[src/hdl/pbf_pkg.sv]
// Package for the parenthesis balance filter: constants, item types and FSM states.
package pbf_pkg;

  localparam int unsigned MaxLen = 64;

  localparam logic [7:0] ChA     = 8'h61;
  localparam logic [7:0] ChZ     = 8'h7a;
  localparam logic [7:0] ChOpen  = 8'h28;

  typedef struct packed {
    logic [7:0] char_in;
    logic       end_of_string;
  } pbf_in_t;

  typedef struct packed {
    logic [7:0] char_out;
    logic       keep;
    logic       last_out;
    logic       overflow;
  } pbf_out_t;

  typedef enum logic [1:0] {
    ST_LOAD,
    ST_UNWIND,
    ST_DRAIN
  } pbf_state_e;

endpackage

[src/hdl/paren_balance_filter.sv]
// With '(' left open at the final byte, the stack is popped once per open entry and the
// keep bit of each popped entry is written back as cleared; the unwind then passes one idle
// step before the first stored byte is read. With none left open the unwind is skipped. Results
// then leave at one per cycle while out_ready_i is high. Throughput: one byte per cycle while
// loading; input is held off from the final byte until the last stored byte is read.
// Reset: asynchronous, active low; counters, stack depth and FSM clear, memories do not.
module paren_balance_filter #(
  parameter int unsigned MAX_LEN = pbf_pkg::MaxLen
) (
  input  logic              clk_i,
  input  logic              rst_ni,
  input  logic              in_valid_i,
  output logic              in_ready_o,
  input  pbf_pkg::pbf_in_t  in_i,
  output logic              out_valid_o,
  input  logic              out_ready_i,
  output pbf_pkg::pbf_out_t out_o
);
  import pbf_pkg::*;

  localparam int unsigned IW = $clog2(MAX_LEN);
  localparam int unsigned CW = $clog2(MAX_LEN + 1);
  localparam logic [CW-1:0] LenC = CW'(MAX_LEN);

  pbf_state_e state_q, state_d;
  logic [CW-1:0] cnt_q, cnt_d;
  logic [CW-1:0] sp_q, sp_d;
  logic [CW-1:0] ptr_q, ptr_d;
  logic          ovf_q, ovf_d;
  logic          pop_vld_q, pop_vld_d;
  logic          out_vld_q, out_vld_d;

  logic [7:0]    byte_mem [MAX_LEN];
  logic          keep_mem [MAX_LEN];
  logic [IW-1:0] stk_mem  [MAX_LEN];

  logic [7:0]    byte_rd_q;
  logic          keep_rd_q;
  logic [IW-1:0] stk_rd_q;
  logic          last_q;
  logic          oflag_q;

  logic          acc;
  logic          is_letter;
  logic          is_open;
  logic          byte_we;
  logic          keep_we;
  logic [IW-1:0] keep_wa;
  logic          keep_wd;
  logic          stk_we;
  logic          stk_re;
  logic          rd_en;
  logic          last_nx;
  logic [CW-1:0] sp_m1;
  logic [CW-1:0] ptr_p1;

  assign acc       = in_valid_i && in_ready_o;
  assign is_letter = (in_i.char_in >= ChA) && (in_i.char_in <= ChZ);
  assign is_open   = in_i.char_in == ChOpen;
  assign sp_m1     = sp_q - 1'b1;
  assign ptr_p1    = ptr_q + 1'b1;
  assign last_nx   = ptr_p1 == cnt_q;

  // next state
  always_comb begin
    state_d = state_q;
    case (state_q)
      ST_LOAD: begin
        if (acc && in_i.end_of_string) begin
          state_d = (sp_d != '0) ? ST_UNWIND : ST_DRAIN;
        end
      end
      ST_UNWIND: begin
        if (sp_q == '0 && !pop_vld_q) begin
          state_d = ST_DRAIN;
        end
      end
      ST_DRAIN: begin
        if (rd_en && last_nx) begin
          state_d = ST_LOAD;
        end
      end
      default: state_d = ST_LOAD;
    endcase
  end

  // datapath control
  always_comb begin
    in_ready_o = 1'b0;
    cnt_d      = cnt_q;
    sp_d       = sp_q;
    ptr_d      = ptr_q;
    ovf_d      = ovf_q;
    pop_vld_d  = 1'b0;
    out_vld_d  = out_vld_q && !out_ready_i;
    byte_we    = 1'b0;
    keep_we    = 1'b0;
    keep_wa    = cnt_q[IW-1:0];
    keep_wd    = 1'b1;
    stk_we     = 1'b0;
    stk_re     = 1'b0;
    rd_en      = 1'b0;
    case (state_q)
      ST_LOAD: begin
        in_ready_o = 1'b1;
        ptr_d      = '0;
        if (acc) begin
          if (cnt_q == LenC) begin
            ovf_d = 1'b1;
          end else begin
            byte_we = 1'b1;
            keep_we = 1'b1;
            cnt_d   = cnt_q + 1'b1;
            if (is_letter) begin
              keep_wd = 1'b1;
            end else if (is_open) begin
              if (sp_q != LenC) begin
                stk_we = 1'b1;
                sp_d   = sp_q + 1'b1;
              end
            end else if (sp_q != '0) begin
              sp_d = sp_m1;
            end else begin
              keep_wd = 1'b0;
            end
          end
        end
      end
      ST_UNWIND: begin
        ptr_d   = '0;
        keep_we = pop_vld_q;
        keep_wa = stk_rd_q;
        keep_wd = 1'b0;
        if (sp_q != '0) begin
          stk_re    = 1'b1;
          sp_d      = sp_m1;
          pop_vld_d = 1'b1;
        end
      end
      ST_DRAIN: begin
        if (!out_vld_q || out_ready_i) begin
          rd_en     = 1'b1;
          out_vld_d = 1'b1;
          ptr_d     = ptr_p1;
          if (last_nx) begin
            cnt_d = '0;
            ovf_d = 1'b0;
          end
        end
      end
      default: begin
        ptr_d = '0;
      end
    endcase
  end

  always_ff @(posedge clk_i or negedge rst_ni) begin
    if (!rst_ni) begin
      state_q   <= ST_LOAD;
      cnt_q     <= '0;
      sp_q      <= '0;
      ptr_q     <= '0;
      ovf_q     <= 1'b0;
      pop_vld_q <= 1'b0;
      out_vld_q <= 1'b0;
    end else begin
      state_q   <= state_d;
      cnt_q     <= cnt_d;
      sp_q      <= sp_d;
      ptr_q     <= ptr_d;
      ovf_q     <= ovf_d;
      pop_vld_q <= pop_vld_d;
      out_vld_q <= out_vld_d;
    end
  end

  always_ff @(posedge clk_i) begin
    if (byte_we) begin
      byte_mem[cnt_q[IW-1:0]] <= in_i.char_in;
    end
    if (rd_en) begin
      byte_rd_q <= byte_mem[ptr_q[IW-1:0]];
    end
  end

  always_ff @(posedge clk_i) begin
    if (keep_we) begin
      keep_mem[keep_wa] <= keep_wd;
    end
    if (rd_en) begin
      keep_rd_q <= keep_mem[ptr_q[IW-1:0]];
    end
  end

  always_ff @(posedge clk_i) begin
    if (stk_we) begin
      stk_mem[sp_q[IW-1:0]] <= cnt_q[IW-1:0];
    end
    if (stk_re) begin
      stk_rd_q <= stk_mem[sp_m1[IW-1:0]];
    end
  end

  always_ff @(posedge clk_i) begin
    if (rd_en) begin
      last_q  <= last_nx;
      oflag_q <= ovf_q;
    end
  end

  assign out_valid_o    = out_vld_q;
  assign out_o.char_out = byte_rd_q;
  assign out_o.keep     = keep_rd_q;
  assign out_o.last_out = last_q;
  assign out_o.overflow = oflag_q;

`ifndef ASSERT_OFF
  a_sp_le_cnt: assert property (@(posedge clk_i) disable iff (!rst_ni)
    sp_q <= cnt_q)
    else $error("stack depth exceeds byte count");

  a_cnt_le_len: assert property (@(posedge clk_i) disable iff (!rst_ni)
    cnt_q <= LenC)
    else $error("byte count exceeds buffer size");

  a_drain_stack_empty: assert property (@(posedge clk_i) disable iff (!rst_ni)
    state_q == ST_DRAIN |-> sp_q == '0 && !pop_vld_q)
    else $error("drain started with open entries on the stack");

  a_drain_ptr: assert property (@(posedge clk_i) disable iff (!rst_ni)
    state_q == ST_DRAIN |-> ptr_q < cnt_q)
    else $error("drain pointer past stored bytes");
`endif

endmodule

[config.mk]
export PLATFORM = sky130hd
export DESIGN_NAME = paren_balance_filter
export DESIGN_NICKNAME = d
export VERILOG_FILES = /design/src/hdl/pbf_pkg.sv /design/src/hdl/paren_balance_filter.sv
export SDC_FILE = /design/constraint.sdc
export NUM_CORES = 1
export LEC_CHECK = 0
export BUFFER_PORTS_ARGS = -buffer_cell sky130_fd_sc_hd__clkbuf_2
export CAP_MARGIN = 20
export CORE_MARGIN = 2
export CORE_UTILIZATION = 25
export CTS_BUF_LIST = sky130_fd_sc_hd__clkbuf_16
export CTS_CLUSTER_SIZE = 28
export DETAILED_ROUTE_END_ITERATION = 8
export GPL_TIMING_DRIVEN = 0
export SYNTH_ARGS = -nofsm -noshare
export SYNTH_HDL_FRONTEND = slang
export SYNTH_SLANG_ARGS = --single-unit
[constraint.sdc]
create_clock -name clk_i -period 7.7 [get_ports clk_i]
set_clock_uncertainty 0.2 [all_clocks]
set_input_delay 0.77 -clock clk_i [delete_from_list [all_inputs] [get_ports clk_i]]
set_output_delay 0.77 -clock clk_i [all_outputs]
set_load 0.1 [all_outputs]
After elaboration in Yosys (flattened, before gate mapping). Memory sizes are Yosys's and may differ from the RTL's. A register that Yosys moved wholly into a read port is not among the register bits. Cells that the tools add are included.

Logic and storage cells: 103. RAM bits: 960. Flip-flop bits (word level): 28. Memories kept: 3. Input port bits: 13.

Multiplexer cells: 53. Add/sub/neg operators: 4. Reduce and logical (&&, ||, !) cells: 18. Eq/ne operators: 14. Order comparisons: 2.

Memory list: byte_mem (depth 64, width 8, rd ports 1, clocked after memory_dff 1, write ports 1, line paren_balance_filter.sv:33) `logic [7:0] byte_mem [MAX_LEN];`; stk_mem (depth 64, width 6, rd ports 1, clocked after memory_dff 1, write ports 1, line paren_balance_filter.sv:35) `logic [IW-1:0] stk_mem [MAX_LEN];`; keep_mem (depth 64, width 1, rd ports 1, clocked after memory_dff 1, write ports 1, line paren_balance_filter.sv:34) `logic keep_mem [MAX_LEN];`.

Operators by type and width (count): $mux 7 (12); $mux 1 (30); $pmux 7 s2 (2); $add 7x1->7 const B (3); $ne 2x2->1 const B (8); $reduce_bool 7->1 (2); $reduce_and 5->1 (2); $eq 8x6->1 const B (1); $ge 8x7->1 const B (1); $le 8x7->1 const B (1); $mux 2 (4); $eq 7x7->1 (1); $eq 7x7->1 const B (1); $logic_not 7->1 (1); $ne 7x7->1 const B (1); $sub 7x1->7 const B (1); $logic_and 1x1->1 (6); $mux 6 (1); $pmux 1 s2 (3); $pmux 2 s3 (1); $logic_not 1->1 (3); $reduce_and 3->1 (1); $eq 2x1->1 const B (1); $eq 2x2->1 const B (1); other kinds (3) (3).

Logic depth before layout (Yosys ltp).
Depth in word-level cells: 11. Gate-level depth with buffers: 11. Mapped depth without buffers: 9.

Worst setup path before layout. OpenSTA, ideal clock, no wires.

Path type: register to register. From: register sp_q[0]. To: register stk_rd_q[4] (read register of stk_mem), data pin. Required time: 7.228 ns. Slack: 3.578 ns. Arrival: 3.650 ns. Stages on the path, launching flop included: 11. Library setup time: 0.272 ns. Path buffers: 5. Path through: dfrtp_1 clkbuf_1 buf_1 inv_1 ha_1 clkbuf_1 clkbuf_1 clkbuf_1 mux4_2 mux4_2 mux4_2.

Word-level cells in the longest chain between the ends: 3. Elaborated cells on any way between the ends: 4.

Ends and longest elaborated chain: from (decl) (line paren_balance_filter.sv:27) `logic [CW-1:0] sp_q, sp_d;`; from (signal assigned) (line paren_balance_filter.sv:169) `sp_q <= sp_d;`; parallel branches: the longest is 3 deep, another holds $sub 7x1->7; to (decl) (line paren_balance_filter.sv:39) `logic [IW-1:0] stk_rd_q;`.

Parallel ways; which one is timed is not known. A chain may end at the register's enable or synchronous reset.

Final worst setup path.
From: register sp_q[0]. To: register stk_rd_q[5] (read register of stk_mem), data pin.

The elaborated chain is that of the path after synthesis.

==> results.toml <==
[floorplanning]
die_w_um = 403
core_area_mm2 = 0.158
die_h_um = 403
fp-row-count = 146
start_util = 0.252
ioPinCount = 26
dieArea_mm2 = 0.163

[drt]
wl_per_cell_um = 22.4
drtPass1Iterations = 6
ant_nets = 0
drt-total-wl_mm = 93.8
drc = 0
drt-initial-drc-count = 2169
vias_per_cell = 4.60
vias = 19300

[timing]
min_period_over_period = 0.783
fin_tns_setup_ns = 0
max-slew-margin-rel = 0.273
worstMarginPinSlew_ns = 1.09
setup_viol = 0
fin_hold_ws_ns = 0.260
max_freq_mhz = 166
finalHoldViolCount = 0
slew_violations = 0
min_period_ns = 6.03
rsz0062_at_grt = "no"

[status]
status = "finished clean"

[power_and_ir_drop]
sequentialPowerShare = 0.430
p_clk_frac = 0.309
p_int_w = 0.0107
peakVddDrop_mv = 0.223
leakage_nw = 13.8
totalPowerFinal_w = 0.0154
pwr_density_cell_mw_per_mm2 = 333
combPwrFrac = 0.260
swShare = 0.302
power.switching_w = 0.00465

[setup_path]
endpoint_kind = "flop"
r2r_cells = 10
cpPeakStageDelay_ns = 0.81
start_kind = "flop"
crit_chain = "clkbuf_1, buf_1, inv_1, ha_1, clkbuf_1, clkbuf_1, clkbuf_1, mux4_2, mux4_2, mux4_2"
cp_max_fo = 10
crit_type = "reg2reg"
crit_top_cell = "clkbuf_1"
crit_arrival_ns = 6.22
required_ns = 7.89
cp_top_family = "buffers and inverters"
r2r_end = "stk_rd_q[5]"
r2r_start = "sp_q[0]"
crit_start = "sp_q[0]"
critical_path.slowest_cell = "buf_1"
crit_buf_inv = 6
r2r_slack_ns = 1.67

[synthesis]
ys_ff_latch = 1003
yosysWarningCount = 0
yosys-top-cells-count = "977 x edfxtp_1, 315 x mux4_2, 225 x nor2_1"
syn-cell-area_mm2 = 0.0399
synth_fp_nets = 1901
synth-main-ff-cell = "edfxtp_1"
yosysTopAreaCellShare = 0.736
yosysSeqAreaShare = 0.752
netlist_instances = 1883
yosysMostFrequentCell = "edfxtp_1"
synth.area.top_cells = "edfxtp_1 74%, mux4_2 18%, nor2_1 2.1%, dfrtp_1 1.6%, clkbuf_1 0.55%"
async_reset_ff_frac = 0.0259
synth_edf_count = 977
netlist-cell-type-count = 64
syn_area_per_cell_um2 = 21.2
yosys.area.top_type = "edfxtp_1"

[cells_and_area]
final_net_count = 2048
final_core_util = 0.292
syn_to_final_growth_pct = 15.8
final_cell_area_mm2 = 0.0462
drive_above_1_share = 0.256

[placed_design]
dpl_cell_area_mm2 = 0.0429
portBuffers = 25
dpl.hpwl_mm = 61.9
place.gp.congestion = 0.843

[clocking]
cts_tree = "yes"
clock_latency_ns = 0.69
cts_sinks = 1003
cts.clk_slew.worst_paths_ns = 0.06
clock_path_buffers = 3
htree_levels = 3
numCtsBuffers = 96
cts_root_buf = "clkbuf_16"
cts_resized = 0
cts_setup_buffers = 0

[hold_path]
min_delay_path_depth = 0
hold_end = "oflag_q"
hp-start = "ovf_q"
hp-class = "reg2reg"

[grt]
grt_max_degree = 68
antenna_found_initial = 10
grt_overflow = 0
grt_first_pass_wirelength_mm = 136
grtUsageTotal = 0.114
grt_pass1_vias = 19300

[flow_run]
maxCapViolCount = 0
-- cell families after synthesis --
family          count (synthesis)  synth area share
simple gates                  369            0.0411
xor+xnor                       24           0.00527
flops                        1003             0.752
fa+ha+maj                       5           0.00157
compound gates                 50           0.00876
buf+inv                       111            0.0113
mux                           321             0.180
-- cells in the final DEF, fill, tap and decap left out, types with 4 or more instances in the layout --
master and instances:
nand2_1 50, mux4_2 315, xor2_1 8, buf_1 33
clkinv_2 17, clkinv_1 21, ha_1 5, xnor2_1 16
or2_2 4, clkbuf_1 58, nor3_1 9, nand3b_1 5
and2_1 4, buf_12 11, o21ai_0 10, or3_1 7
dfrtp_1 20, buf_4 4, edfxtp_1 977, clkbuf_4 4
inv_1 28, clkbuf_2 21, a21oi_1 11, dfrtp_2 6
nor2b_1 6, nor2_1 224, nand3_1 26, buf_2 6
buf_8 10, clkbuf_16 96, nand4_1 5, nand2b_1 5
bufinv_16 12
-- routing by layer --
layer	part of all wire	GRT usage
met1	0.42	0.155
met2	0.47	0.181
met3	0.077	0.0292
met4	0.025	0.0304
met5	0.00059	0
-- sequential cells by signal (all words and copies together), names as in the netlist --
name / cells
byte_mem: 512
byte_rd_q: 8
cnt_q: 7
keep_mem: 64
keep_rd_q: 1
last_q: 1
oflag_q: 1
out_valid_o: 1
ovf_q: 1
pop_vld_q: 1
ptr_q: 7
sp_q: 7
state_q: 2
stk_mem: 384
stk_rd_q: 6
-- metrics by stage --
stage | setup slack [ns] | std cells
after floorplan | 3.58 | 1883
after global routing | 1.50 | 4181
after CTS | 1.67 | 4172
after global placement | 1.76 | 3980
final | 1.67 | 4183
after detailed placement | 1.71 | 3994
-- power groups by stage --
stage          Combinational, W  Sequential (W)  Clock [W]
2_1_floorplan           0.00243         0.00678          0
3_3_place_gp            0.00370         0.00692          0
3_5_place_dp            0.00397         0.00674          0
4_1_cts                 0.00398         0.00663    0.00484
5_1_grt                 0.00422         0.00665    0.00504
6_report                0.00400         0.00663    0.00476
-- worst max path at each step --
stage / end / slack [ns] / cells past startpoint
after floorplan: stk_rd_q[4] / 3.58 / 10
after global placement: stk_rd_q[5] / 1.76 / 10
after detailed placement: stk_rd_q[5] / 1.71 / 10
after CTS: stk_rd_q[5] / 1.67 / 10
after global routing: stk_rd_q[5] / 1.50 / 10
final: stk_rd_q[5] / 1.67 / 10
-- final cells by class --
class                      count  area [um2]
tap                         2072        2590
sequential                  1003       30000
clock buffer                  96        2400
clock inverter                81         761
timing repair buffer          49         534
buffer                       102         417
fill                       15300      112000
inverter                       9        33.8
multi-input combinational    769        9430
antenna                        2        5.00
-- timing repair --
action,4_1_cts,5_1_grt
setup endpoints to repair,0,0
endpoints found under the hold margin,26,0
hold buffers,1,0
Power figures use the tool's default switching activity.
